[src/sv/mmm_pkg.sv]
// ---------------------------------------------------------------------------
// mmm_pkg: shared definitions for the Montgomery modular multiplier
// Operand widths, accumulator width and the control/status bundles between
// the top level and the bit-serial core.
// ---------------------------------------------------------------------------
package mmm_pkg;

    // Width of every payload port
    localparam int FIELD_W = 64;
    // Operand width actually processed (8..64)
    localparam int WIDTH   = 64;
    // Accumulator carries two guard bits
    localparam int ACC_W   = WIDTH + 2;
    // Iteration counter, counts 0 .. WIDTH-1
    localparam int CNT_W   = $clog2(WIDTH);

    typedef logic [FIELD_W-1:0] t_field;
    typedef logic [WIDTH-1:0]   t_word;
    typedef logic [ACC_W-1:0]   t_acc;
    typedef logic [CNT_W-1:0]   t_cnt;

    typedef enum logic [2:0] {
        S_IDLE = 3'b001,
        S_RUN  = 3'b010,
        S_DONE = 3'b100
    } t_state;

    // Top level to core
    typedef struct packed {
        logic start;   // load operands and begin
        logic take;    // result moved to the output stage this cycle
    } t_core_ctrl;

    // Core to top level
    typedef struct packed {
        logic idle;
        logic done;    // result valid on o_result
    } t_core_stat;

endpackage

[src/sv/montgomery_modular_multiplier_unit.sv]
// Flow: an accepted item loads the core, which consumes one bit of a per cycle
// in the accumulator loop; the result then moves to the output register and
// raises o_out_valid. A new item is taken only when the core is idle or its result moves on.
// A finished product waits in the output register while the next item runs.
// Reset: synchronous, active low; clears control state and the modulus to 0.
// ---------------------------------------------------------------------------
// montgomery_modular_multiplier_unit: radix-2 Montgomery multiplier, top level
// Returns a*b*2^-WIDTH mod N (no final subtraction) for each transferred item.
// ---------------------------------------------------------------------------
module montgomery_modular_multiplier_unit (
    input  logic            i_clk,
    input  logic            i_rst_n,
    input  logic            i_cfg_valid,
    output logic            o_cfg_ready,
    input  mmm_pkg::t_field i_modulus,
    input  logic            i_in_valid,
    output logic            o_in_stall,
    input  mmm_pkg::t_field i_multiplier_a,
    input  mmm_pkg::t_field i_multiplicand_b,
    output logic            o_out_valid,
    input  logic            i_out_stall,
    output mmm_pkg::t_field o_product
);
    import mmm_pkg::*;

    t_word      r_modulus;
    t_core_ctrl core_ctrl;
    t_core_stat core_stat;
    t_word      core_result;
    logic       out_ready;
    logic       core_free;

    assign o_cfg_ready = 1'b1;

    always_ff @(posedge i_clk) begin
        if (!i_rst_n) begin
            r_modulus <= '0;
        end else if (i_cfg_valid && o_cfg_ready) begin
            r_modulus <= i_modulus[WIDTH-1:0];
        end
    end

    assign core_ctrl.take  = core_stat.done && out_ready;
    // core can load when idle or when its result leaves this cycle
    assign core_free       = core_stat.idle || core_ctrl.take;
    assign o_in_stall      = !core_free;
    assign core_ctrl.start = i_in_valid && core_free;

    mmm_core u_core (
        .i_clk    (i_clk),
        .i_rst_n  (i_rst_n),
        .i_ctrl   (core_ctrl),
        .i_a      (i_multiplier_a[WIDTH-1:0]),
        .i_b      (i_multiplicand_b[WIDTH-1:0]),
        .i_n      (r_modulus),
        .o_stat   (core_stat),
        .o_result (core_result)
    );

    mmm_outreg u_outreg (
        .i_clk        (i_clk),
        .i_rst_n      (i_rst_n),
        .i_load_valid (core_stat.done),
        .i_load_data  (core_result),
        .o_load_ready (out_ready),
        .i_out_stall  (i_out_stall),
        .o_out_valid  (o_out_valid),
        .o_out_data   (o_product)
    );

endmodule

[src/sv/mmm_core.sv]
// ---------------------------------------------------------------------------
// mmm_core: radix-2 Montgomery iteration engine
// Operand a drains through a shift register one bit per cycle; each cycle
// adds 0, b, N or b+N to the accumulator and halves it.
// ---------------------------------------------------------------------------
module mmm_core (
    input  logic                i_clk,
    input  logic                i_rst_n,
    input  mmm_pkg::t_core_ctrl i_ctrl,
    input  mmm_pkg::t_word      i_a,
    input  mmm_pkg::t_word      i_b,
    input  mmm_pkg::t_word      i_n,
    output mmm_pkg::t_core_stat o_stat,
    output mmm_pkg::t_word      o_result
);
    import mmm_pkg::*;

    localparam t_cnt LAST_CNT = CNT_W'(WIDTH - 1);

    t_state r_state, n_state;
    t_cnt   r_cnt;
    t_word  r_a;
    t_word  r_b;
    t_word  r_n;
    t_acc   r_bn;
    t_acc   r_acc;

    logic   load;
    logic   bit_a;
    logic   odd;
    t_acc   addend;
    t_acc   sum;

    assign bit_a = r_a[0];
    // parity of acc after the optional add of b decides the add of N
    assign odd   = r_acc[0] ^ (bit_a & r_b[0]);

    always_comb begin
        addend = '0;
        if (bit_a && odd) begin
            addend = r_bn;
        end else if (bit_a) begin
            addend = ACC_W'(r_b);
        end else if (odd) begin
            addend = ACC_W'(r_n);
        end
    end

    // acc < 2^(WIDTH+1) and b+N < 2^(WIDTH+1), so the sum fits
    assign sum = r_acc + addend;

    always_comb begin
        n_state = r_state;
        load    = 1'b0;
        case (r_state)
            S_IDLE: begin
                if (i_ctrl.start) begin
                    load    = 1'b1;
                    n_state = S_RUN;
                end
            end
            S_RUN: begin
                if (r_cnt == LAST_CNT) begin
                    n_state = S_DONE;
                end
            end
            S_DONE: begin
                if (i_ctrl.take) begin
                    if (i_ctrl.start) begin
                        load    = 1'b1;
                        n_state = S_RUN;
                    end else begin
                        n_state = S_IDLE;
                    end
                end
            end
            default: begin
                n_state = S_IDLE;
            end
        endcase
    end

    always_ff @(posedge i_clk) begin
        if (!i_rst_n) begin
            r_state <= S_IDLE;
            r_cnt   <= '0;
        end else begin
            r_state <= n_state;
            if (load) begin
                r_cnt <= '0;
            end else if (r_state == S_RUN) begin
                r_cnt <= r_cnt + 1'b1;
            end
        end
    end

    always_ff @(posedge i_clk) begin
        if (load) begin
            r_a   <= i_a;
            r_b   <= i_b;
            r_n   <= i_n;
            r_bn  <= ACC_W'(i_b) + ACC_W'(i_n);
            r_acc <= '0;
        end else if (r_state == S_RUN) begin
            r_a   <= r_a >> 1;
            r_acc <= sum >> 1;
        end
    end

    assign o_stat.idle = (r_state == S_IDLE);
    assign o_stat.done = (r_state == S_DONE);
    assign o_result    = r_acc[WIDTH-1:0];

    a_start_runs: assert property (@(posedge i_clk) disable iff (!i_rst_n)
        (r_state == S_IDLE && i_ctrl.start) |=> (r_state == S_RUN && r_cnt == '0))
        else $error("core did not start on request");

    a_last_pass: assert property (@(posedge i_clk) disable iff (!i_rst_n)
        (r_state == S_RUN && r_cnt == LAST_CNT) |=> (r_state == S_DONE))
        else $error("core ran past the last bit of a");

    a_done_holds: assert property (@(posedge i_clk) disable iff (!i_rst_n)
        (r_state == S_DONE && !i_ctrl.take) |=> (r_state == S_DONE && $stable(r_acc)))
        else $error("result lost before transfer");

    a_acc_bound: assert property (@(posedge i_clk) disable iff (!i_rst_n)
        (r_state == S_DONE) |-> !r_acc[ACC_W-1])
        else $error("accumulator exceeded its bound");

endmodule

[src/sv/mmm_outreg.sv]
// ---------------------------------------------------------------------------
// mmm_outreg: output register stage
// Holds one finished product until the consumer takes it, freeing the core.
// ---------------------------------------------------------------------------
module mmm_outreg (
    input  logic            i_clk,
    input  logic            i_rst_n,
    input  logic            i_load_valid,
    input  mmm_pkg::t_word  i_load_data,
    output logic            o_load_ready,
    input  logic            i_out_stall,
    output logic            o_out_valid,
    output mmm_pkg::t_field o_out_data
);
    import mmm_pkg::*;

    logic  r_valid;
    t_word r_data;
    logic  load;

    // room when empty or the held word leaves this cycle
    assign o_load_ready = !r_valid || !i_out_stall;
    assign load         = i_load_valid && o_load_ready;

    always_ff @(posedge i_clk) begin
        if (!i_rst_n) begin
            r_valid <= 1'b0;
        end else if (load) begin
            r_valid <= 1'b1;
        end else if (!i_out_stall) begin
            r_valid <= 1'b0;
        end
    end

    always_ff @(posedge i_clk) begin
        if (load) begin
            r_data <= i_load_data;
        end
    end

    assign o_out_valid = r_valid;
    assign o_out_data  = FIELD_W'(r_data);

endmodule
[config.mk]
export PLATFORM = sky130hd
export DESIGN_NAME = montgomery_modular_multiplier_unit
export DESIGN_NICKNAME = d
export VERILOG_FILES = /design/src/sv/mmm_pkg.sv /design/src/sv/montgomery_modular_multiplier_unit.sv /design/src/sv/mmm_core.sv /design/src/sv/mmm_outreg.sv
export SDC_FILE = /design/constraint.sdc
export NUM_CORES = 1
export LEC_CHECK = 0
export BUFFER_PORTS_ARGS = -buffer_cell sky130_fd_sc_hd__buf_2
export CORE_MARGIN = 2
export CORE_UTILIZATION = 30
export DETAILED_ROUTE_END_ITERATION = 8
export SLEW_MARGIN = 20
export SYNTH_ARGS = -nofsm -noshare
export SYNTH_HDL_FRONTEND = slang
export SYNTH_SLANG_ARGS = --single-unit
[constraint.sdc]
create_clock -name i_clk -period 10.5 [get_ports i_clk]
set_input_delay 2.1 -clock i_clk [delete_from_list [all_inputs] [get_ports i_clk]]
set_output_delay 2.1 -clock i_clk [all_outputs]
set_load 0.01 [all_outputs]
==> summary.txt, run 1 <==
Run status
  • Status: completed

Timing
  • Hold Vio Cnt, Final: 0
  • Final period utilization: 0.511
  • Max Slew Vio Count: 0
  • Final TNS setup: 0 ns
  • RSZ-0062 raised after global routing: no
  • Final setup vio count: 0
  • Slew margin rel.: 0.251
  • Min Clock Period, post-route: 5.37 ns
  • Fmax: 186 MHz
  • Worst clock skew: 0.0369 ns
  • Slew @ Worst Pin: 1.11 ns

GRT
  • Largest net degree at the start of global routing: 167
  • Overflow left after global routing: 0
  • Initial antenna violation count: 5
  • Vias in the first global route: 17800
  • First-pass GRT wire length: 107000 µm
  • Tot GR Track Use: 0.162

Synth
  • Mapped Nets: 2676
  • Asr flop ratio synth: 0
  • Area leader, netlist: edfxtp_1
  • Distinct cells, synth: 85
  • Cells after synthesis: 2348
  • YS warnings: 0
  • Flops & latches, synth: 460
  • Most frequent cells after synthesis: nand2_1 (384), edfxtp_1 (321), a21oi_1 (195), dfxtp_1 (139), ha_1 (129)
  • EDFF count, synth: 321
  • Largest cells by area after synthesis: edfxtp_1 (39%), dfxtp_1 (11%), ha_1 (6.6%)
  • Synth top area share: 0.393
  • Sequential fraction of the synthesis area: 0.507
  • Most frequent cell after synthesis: nand2_1
  • Syn Area/Cell: 10.4 µm²
  • Synthesized area: 24500 µm²
  • Top_reg_cell synth: edfxtp_1

Floorplan
  • Rows: 104
  • Core area: 80700 µm²
  • # IOs: 264
  • Full die area: 84000 µm²
  • Initial core utilization: 0.304
  • Die Wd: 290 µm
  • Die height: 290 µm

Clock network
  • Worst skew pair latency: 0.62 ns
  • Reg clk slew, reported paths: 0.06 ns
  • Setup bufs post-CTS: 0
  • # hold bufs at CTS: 0
  • CTS Sinks: 460
  • Root Buffer: clkbuf_16
  • TritonCTS Buffers: 53
  • Clk buf depth: 3
  • Htree depth: 2
  • CTS resizes: 0
  • CTS tree: done

Cells and area
  • Non-Filler Instances: 3668
  • Area Growth Syn to Fin: 16.8%
  • Layout cells sized above 1: 0.177
  • Nets: 2890
  • Filler cells: 8164

Critical path
  • Crit path required time: 10.95 ns
  • Worst Setup Start Kind: flop
  • Register-to-Register Path Depth: 17
  • Crit-path max FO: 41
  • Setup crit end kind: flop
  • RR Endpoint: u_core.r_acc[61]
  • Setup Crit Path Kind: flop to flop
  • Reg2reg start: u_core.r_b[0]
  • Reg2Reg Setup Slack: 5.13 ns
  • WP data arrival: 5.82 ns

Routing
  • Iteration-0 DRC Markers: 1290
  • DRC: 0
  • DRT Pass-1 Iters: 5
  • Via-per-instance ratio: 4.98
  • Total Wirelength: 70100 µm
  • Antenna Violating Nets Remaining: 0
  • WL per Instance: 19.1 µm
  • Vias: 18300

Place
  • DP HPWL: 50400 µm
  • Port Buf Inserts: 262
  • Placed Cells: 3567
  • Final GP Congestion: 0.886

Power
  • Peak supply drop: 0.126 mV
  • Leak Pwr: 11.8 nW
  • Power Dens Cells: 167 nW/µm²

Min path
  • WHS Endpoint: u_core.r_n[8]
  • Hold Path Origin: r_modulus[8]
  • Hold Path Class: flop to flop
  • Hold path cells: 0

Job
  • Number of max-cap violations: 0
-- power breakdown --
group / leakage, nW / switching, W / internal (W) / total (W)
registers: 4.21 / 0.0000498 / 0.00210 / 0.00215
logic: 6.75 / 0.000455 / 0.000298 / 0.000753
clock network: 0.858 / 0.000768 / 0.00112 / 0.00189
-- layout make-up --
| type | count | area, µm² | share of cell area |
|---|---|---|---|
| diodes | 1 | 2.50 | 0.0000874 |
| multi-input cells | 1729 | 11500 | 0.402 |
| well taps | 1060 | 1330 | 0.0463 |
| flip-flops and latches | 460 | 12400 | 0.434 |
| clock buffers | 80 | 1560 | 0.0545 |
| clock inverters | 20 | 221 | 0.00773 |
| inverters | 40 | 158 | 0.00550 |
| repair buffers | 278 | 1450 | 0.0505 |
-- layer usage --
layer | share of wire | vias to the layer above | global-route usage
met2 | 0.45 | 470 | 0.255
met4 | 0.029 | 6 | 0.0493
met5 | 0.00056 | - | 0
met3 | 0.054 | 111 | 0.0320
met1 | 0.47 | 8624 | 0.224
li1 | - | 9055 | -
-- metrics by stage --
| step | util | instance area, µm² | hold slack [ns] | power, W | setup slack [ns] |
|---|---|---|---|---|---|
| finish | 0.355 | 28600 | 0.460 | 0.00479 | 5.13 |
| global route | 0.355 | 28600 | 0.476 | 0.00501 | 4.76 |
| CTS | 0.355 | 28600 | 0.463 | 0.00485 | 5.10 |
| detailed placement | 0.333 | 26900 | 0.450 | 0.00294 | 4.58 |
| global placement | 0.333 | 26900 | 0.449 | 0.00293 | 4.63 |
| floorplan | - | 24500 | 0.434 | 0.00272 | 1.43 |
-- flip-flops by register name, indices dropped and copies added (netlist names) --
name and flops:
u_core.r_acc 65, u_core.r_bn 65, r_modulus 64, u_core.r_a 64
u_core.r_b 64, u_core.r_n 64, u_outreg.o_out_data 64, u_core.r_cnt 6
u_core.r_state 3, u_outreg.o_out_valid 1
-- logic make-up (layout without fill, tap and decap cells) --
logic type                 Yosys count  count (layout)  share of synthesized area
muxes                              130             130                     0.0563
adders and majority gates          131             131                     0.0675
AOI/OAI and AO/OA                  605             605                      0.164
other                                1               2                   0.000153
and+or+nand+nor                    748             748                      0.140
xor gates and xnor gates           114             114                     0.0407
buffers and inverters              159             418                     0.0253
DFF                                460             460                      0.507
-- how the worst max path moves through the flow --
stage / slack [ns] / cells after the start / end / startpoint
global route: 4.76 / 17 / u_core.r_acc[61] / u_core.r_b[0]
CTS: 5.10 / 17 / u_core.r_acc[61] / u_core.r_b[0]
global placement: 4.63 / 12 / u_core.r_bn[58] / i_multiplicand_b[31]
finish: 5.13 / 17 / u_core.r_acc[61] / u_core.r_b[0]
floorplan: 1.43 / 7 / u_core.r_b[0] / i_out_stall
detailed placement: 4.58 / 12 / u_core.r_bn[58] / i_multiplicand_b[31]
-- worst max-delay path, stage by stage, from the launching register on --
cell	delay (ns)
edfxtp_1	0.43
xnor2_2	0.15
buf_4	0.39
buf_4	0.62
mux2_2	0.40
a22o_1	0.21
ha_1	0.37
a21oi_1	0.27
o211ai_1	0.16
o2bb2ai_1	0.25
nor3_1	0.29
o22ai_1	0.12
buf_4	0.18
a2111oi_0	0.50
nor2_1	0.23
a31oi_1	0.27
xor2_1	0.19
o21ai_0	0.09
-- cell usage in the layout (no fill, tap or decap), types with 77 or more instances in the layout --
master	instances
a21o_1	83
a21oi_1	195
buf_2	261
dfxtp_1	139
edfxtp_1	321
ha_1	129
nand2_1	383
nor2_1	108
nor2b_1	77
o21ai_0	87
(Power assumes the default switching activity.)
==> run 2: changes to the inputs <==
- clock period: 10.5 -> 4.43 ns (I/O delays scaled with it)
==> run 2 against run 1 <==
Wire length up 2.0%. Worst hold slack worse by 0.00063 ns. Critical path depth down 2. Highest routed layer unchanged. Largest power group unchanged. Final cell count up 2.2%. Via count up 2.0%. Sequential share of layout area down 1.3 points. Core utilization up 1.1 points. Global-route usage up 0.18 points.
==> summary.txt, run 2 (synthesis gave the netlist of run 1 again) <==
Critical path
  • Reg2reg start: u_core.r_b[0]
  • Crit path required time: 4.96 ns
  • Worst Setup Start Kind: flop
  • CP startpoint: u_core.r_b[0]
  • Register-to-Register Path Depth: 15
  • WP data arrival: 4.81 ns
  • Setup Crit Path Kind: flop to flop
  • Setup crit end kind: flop
  • RR Endpoint: u_core.r_acc[58]
  • Reg2Reg Setup Slack: 0.15 ns
  • Crit-path max FO: 14
  • Crit path to: u_core.r_acc[58]

Power
  • Net switching power: 0.00314 W
  • Comb power frac: 0.162
  • Power Dens Cells: 400 nW/µm²
  • Clock group share of total power: 0.407
  • Peak supply drop: 0.292 mV
  • Internal: 0.00868 W
  • Switch share: 0.265
  • Final Power: 0.0118 W
  • Leak Pwr: 12.3 nW
  • Seq pwr share: 0.431

Clock network
  • Root Buffer: clkbuf_16
  • # hold bufs at CTS: 0
  • Reg clk slew, reported paths: 0.06 ns
  • TritonCTS Buffers: 57
  • Clk buf depth: 3
  • Worst skew pair latency: 0.62 ns
  • Htree depth: 2
  • CTS tree: done
  • CTS Sinks: 460

Cells and area
  • Top flop regs: u_core.r_acc: 65 flops, u_core.r_bn: 65 flops
  • FF/Latch Area: 12400 µm²
  • Multi-input combinational cell area: 11600 µm²
  • Nets: 2966
  • Commonest non-fill, non-tap cell in the layout: nand2_1
  • Filler cells: 8100
  • Area Growth Syn to Fin: 20.4%
  • Layout cells sized above 1: 0.205
  • Most frequent cells in the layout: nand2_1 (383), edfxtp_1 (321), buf_2 (261)

Place
  • Final GP Congestion: 0.901
  • Port Buf Inserts: 262
  • Post-place setup slack: 0.0647 ns
  • DP HPWL: 52100 µm

Floorplan
  • Core area: 80700 µm²
  • Die height: 290 µm
  • Die Wd: 290 µm
  • # IOs: 264
  • Initial core utilization: 0.304
  • Rows: 104
  • Full die area: 84000 µm²

Timing
  • Max Slew Vio Count: 0
  • Slew margin rel.: 0.327
  • Min Hold Slack: 0.459 ns
  • Worst clock skew: 0.0336 ns
  • Fmax: 234 MHz
  • Hold Vio Cnt, Final: 0
  • Final period utilization: 0.966
  • Min Clock Period, post-route: 4.28 ns
  • Fin worst setup slack: 0.151 ns
  • RSZ-0062 raised after global routing: yes
  • Final setup vio count: 0
  • Slew @ Worst Pin: 1.01 ns

Routing
  • DRT Pass-1 Iters: 5
  • WL per Instance: 19.1 µm
  • Vias: 18600
  • Total Wirelength: 71600 µm
  • DRC: 0
  • Via-per-instance ratio: 4.97
  • Iteration-0 DRC Markers: 1395
  • Antenna Violating Nets Remaining: 0

Run status
  • Status: completed

GRT
  • Initial antenna violation count: 7
  • Tot GR Track Use: 0.164
  • Vias in the first global route: 18100
  • Overflow left after global routing: 0
  • Largest net degree at the start of global routing: 136
  • First-pass GRT wire length: 108000 µm

Job
  • Number of max-cap violations: 0

Min path
  • Hold Path Class: primary input to flop
  • Hold Path Origin: i_multiplicand_b[14]
==> run 2: changes by cell type in the layout (fill, tap and decap cells not counted), moves of 3 or more <==
cell,previous run,this run
diode_2,1,4
buf_4,16,81
clkinv_1,2,6
clkinv_2,6,10
clkbuf_8,9,6
buf_12,1,7
clkbuf_16,55,61
clkbuf_1,16,9
==> run 2: final cells by class <==
class | count | share of cell area
clock inverters | 32 | 0.0112
multi-input cells | 1729 | 0.392
well taps | 1060 | 0.0449
diodes | 4 | 0.000339
clock buffers | 75 | 0.0548
inverters | 40 | 0.00534
repair buffers | 350 | 0.0704
flip-flops and latches | 460 | 0.421
==> run 2: per-stage QoR <==
step,TNS (ns),cell area [µm²],std cells,utilization
final,0,29500,3750,0.366
after global routing,-0.166,29500,3748,0.366
after CTS,0,29400,3739,0.364
after detailed placement,0,27400,3632,0.340
after global placement,0,27400,3632,0.340
after floorplan,0,24500,2348,-
==> run 2: worst min-delay path by stage <==
| stage | end | slack (ns) | cells past startpoint |
|---|---|---|---|
| 2_1_floorplan | u_core.r_n[0] | 0.43 | 0 |
| 3_3_place_gp | u_core.r_n[57] | 0.45 | 0 |
| 3_5_place_dp | u_core.r_n[57] | 0.45 | 0 |
| 4_1_cts | u_core.r_b[14] | 0.41 | 1 |
| 5_1_grt | u_core.r_b[14] | 0.43 | 1 |
| 6_report | u_core.r_b[14] | 0.46 | 1 |
==> run 2: timing repair <==
action                                  CTS  global route
gates resized for setup                   0            15
endpoints found under the setup margin    0            21
setup buffers                             0             6
==> run 2: worst max-delay path: stages (launching register included) <==
cell and delay, ns:
edfxtp_1 0.47, xnor2_4 0.24, buf_4 0.19, clkbuf_16 0.21, mux2_2 0.35, a22o_1 0.23, ha_1 0.43, nand2_1 0.15
or3_1 0.41, nor4_1 0.35, o311ai_2 0.23, and4b_1 0.27, nor2_4 0.20, a41oi_1 0.16, xor2_1 0.17, o21ai_1 0.13
==> run 2: layer usage <==
metal,GRT usage,part of all wire,up-vias
li1,-,-,9205
met5,0,0.00028,-
met1,0.226,0.46,8794
met3,0.0237,0.056,84
met4,0.0476,0.023,2
met2,0.267,0.46,550
==> run 2: power groups by stage <==
| stage | clock [W] | sequential (W) | combinational (W) |
|---|---|---|---|
| 2_1_floorplan | 0 | 0.00513 | 0.00130 |
| 3_3_place_gp | 0 | 0.00518 | 0.00187 |
| 3_5_place_dp | 0 | 0.00519 | 0.00188 |
| 4_1_cts | 0.00495 | 0.00510 | 0.00190 |
| 5_1_grt | 0.00510 | 0.00512 | 0.00211 |
| 6_report | 0.00481 | 0.00510 | 0.00191 |
==> run 3: changes to the inputs <==
- CORE_ASPECT_RATIO: not set -> 0.6
- PLACE_DENSITY: not set -> 0.46
- SYNTH_HIERARCHICAL: not set -> 1
==> run 3 against run 2 <==
Non-clock buffer count decreased by 13. Clock skew down 0.011 ns. Sequential power increased by 14%. Power increased by 22%. Register-to-register slack got worse by 0.02 ns. Largest power group unchanged. Final cell count rose by 2.0%. Area after synthesis is 2.9% higher. Fmax fell by 0.48%. Core utilization shrank 1.3 points. Cell area decreased by 0.39%.
==> summary.txt, run 3 <==
Floorplan
  • Die Wd: 378 µm
  • Initial core utilization: 0.302
  • # IOs: 264
  • Core area: 83400 µm²
  • Rows: 82
  • Die height: 229 µm
  • Full die area: 86500 µm²

Power
  • Clock group share of total power: 0.310
  • Peak supply drop: 0.291 mV
  • Final Power: 0.0144 W
  • Switch share: 0.323
  • Net switching power: 0.00465 W
  • Internal: 0.00973 W
  • Power Dens Cells: 489 nW/µm²
  • Leak Pwr: 12.0 nW
  • Comb power frac: 0.285
  • Seq pwr share: 0.405

GRT
  • Global-route met1 utilization: 0.277
  • Tot GR Track Use: 0.174
  • M2 GR Usage: 0.239
  • Busiest grt layer: met1
  • First-pass GRT wire length: 115000 µm
  • Vias in the first global route: 18500
  • Grt met3 use: 0.0312
  • Largest net degree at the start of global routing: 157
  • Overflow left after global routing: 0
  • Initial antenna violation count: 4

Critical path
  • Setup crit end kind: flop
  • WP data arrival: 4.78 ns
  • Setup Crit Path Kind: flop to flop
  • Crit path required time: 4.91 ns
  • Crit-path max FO: 39
  • Worst Setup Start Kind: flop

Timing
  • Slew margin rel.: 0.295
  • Final period utilization: 0.971
  • Final setup vio count: 0
  • Final TNS setup: 0 ns
  • Slew @ Worst Pin: 1.06 ns
  • Hold Vio Cnt, Final: 0
  • Fin worst setup slack: 0.131 ns
  • Min Clock Period, post-route: 4.30 ns
  • Fmax: 233 MHz
  • Worst clock skew: 0.0224 ns
  • Max Slew Vio Count: 0

Routing
  • WL per Instance: 20.1 µm
  • Via-per-instance ratio: 4.98
  • DRC: 0
  • Total Wirelength: 76800 µm
  • Vias: 19000
  • DRT Pass-1 Iters: 5
  • Iteration-0 DRC Markers: 1370
  • Antenna Violating Nets Remaining: 0

Clock network
  • Clk buf depth: 3
  • TritonCTS Buffers: 50
  • Setup bufs post-CTS: 0
  • CTS Sinks: 460
  • CTS resizes: 0
  • Root Buffer: clkbuf_16
  • # hold bufs at CTS: 0
  • Htree depth: 2
  • Worst skew pair latency: 0.61 ns
  • Reg clk slew, reported paths: 0.07 ns
  • CTS tree: done

Cells and area
  • Commonest non-fill, non-tap cell in the layout: nand2_1
  • Top flop regs: u_core/r_acc: 65 flops, u_core/r_bn: 65 flops
  • Multi-input combinational cell area: 11700 µm²
  • Nets: 2976
  • Layout cells sized above 1: 0.192
  • Most frequent cells in the layout: nand2_1 (385), edfxtp_1 (321), buf_2 (261)
  • FF/Latch Area: 12400 µm²
  • Post-layout util: 0.353
  • Area Growth Syn to Fin: 16.6%
  • Filler cells: 8369

Synth
  • Sequential fraction of the synthesis area: 0.492
  • Most frequent cells after synthesis: nand2_1 (385), edfxtp_1 (321), a21oi_1 (197), dfxtp_1 (139), ha_1 (129)
  • Synthesized area: 25200 µm²
  • Most frequent cell after synthesis: nand2_1
  • Syn Area/Cell: 10.3 µm²
  • Largest cells by area after synthesis: edfxtp_1 (38%), dfxtp_1 (11%), ha_1 (6.4%)
  • Area leader, netlist: edfxtp_1
  • EDFF count, synth: 321
  • Top_reg_cell synth: edfxtp_1
  • Distinct cells, synth: 83
  • YS warnings: 6
  • Flops & latches, synth: 460
  • Synth top area share: 0.382
  • Asr flop ratio synth: 0
  • Cells after synthesis: 2452
  • Mapped Nets: 2780

Min path
  • Hold Path Class: flop to flop

Place
  • Post-place setup slack: 0.0658 ns
  • DP HPWL: 57500 µm
  • Port Buf Inserts: 262
  • Final GP Congestion: 0.899

Run status
  • Status: completed

Job
  • Number of max-cap violations: 0
[run 3: cell types whose count changed after synthesis, moves of 7 or more]
cell / previous run / this run
buf_2: 13 / 4
o21ai_0: 87 / 77
buf_4: 1 / 65
a21o_1: 83 / 72
buf_1: 11 / 4
inv_1: 39 / 48
clkbuf_1: 91 / 112
o21ai_1: 19 / 40
nand3_1: 46 / 37
nand4_1: 30 / 38
[run 3: worst paths after layout]
check / start / endpoint / slack, ns / cells after the start
worst max register to register: u_core/r_b[0] / u_core/r_acc[56] / 0.13 / 17
worst max-delay path: u_core/r_b[0] / u_core/r_acc[56] / 0.13 / 17
worst min-delay path: r_modulus[24] / u_core/r_n[24] / 0.47 / 0
worst min register to register: r_modulus[24] / u_core/r_n[24] / 0.47 / 0
[run 3: power by group through the flow]
stage | logic, W | clock network [W] | registers, W
after floorplan | 0.00286 | 0 | 0.00577
after global routing | 0.00451 | 0.00480 | 0.00589
final | 0.00410 | 0.00446 | 0.00582
after CTS | 0.00408 | 0.00463 | 0.00583
after detailed placement | 0.00405 | 0 | 0.00592
after global placement | 0.00403 | 0 | 0.00592
[run 3: cell families (layout without fill, tap and decap cells)]
| logic type | Yosys count | count (layout) | share of synthesized area |
|---|---|---|---|
| compound gates | 617 | 617 | 0.162 |
| xor+xnor | 106 | 106 | 0.0368 |
| fa+ha+maj | 131 | 131 | 0.0656 |
| buf+inv | 241 | 478 | 0.0487 |
| flops | 460 | 460 | 0.492 |
| mux | 133 | 133 | 0.0559 |
| other cells | 1 | 3 | 0.000149 |
| simple gates | 763 | 763 | 0.139 |
[run 3: through the flow]
stage / std cells / area [µm²] / hold slack [ns]
2_1_floorplan: 2452 / 25200 / 0.434
3_3_place_gp: 3730 / 27600 / 0.455
3_5_place_dp: 3730 / 27600 / 0.459
4_1_cts: 3823 / 29300 / 0.418
5_1_grt: 3825 / 29400 / 0.435
6_report: 3825 / 29400 / 0.468
[run 3: critical path: stages, from the launching register on]
cell and delay [ns]:
edfxtp_1 0.43, xnor2_2 0.19, clkbuf_16 0.27, mux2_2 0.37
a22o_1 0.20, ha_1 0.29, buf_4 0.16, a21oi_1 0.19
o211ai_1 0.13, a31oi_1 0.30, o311ai_2 0.20, buf_4 0.20
nand4_1 0.13, a21oi_2 0.10, o211a_1 0.25, or2_1 0.27
a2111oi_1 0.38, a211oi_1 0.09
[run 3: final cells by class]
class	count	area share
Antenna cell	2	0.000170
Clock inverter	27	0.0116
Timing Repair Buffer	337	0.0671
Multi-Input combinational cell	1751	0.397
Sequential cell	460	0.422
Clock buffer	66	0.0470
Inverter	48	0.00638
Tap cell	1134	0.0482
[run 3: routing by layer]
metal	share of wire	vias up
li1	-	9265
met1	0.53	9157
met2	0.39	524
met3	0.057	87
met4	0.015	4
met5	0.00034	-
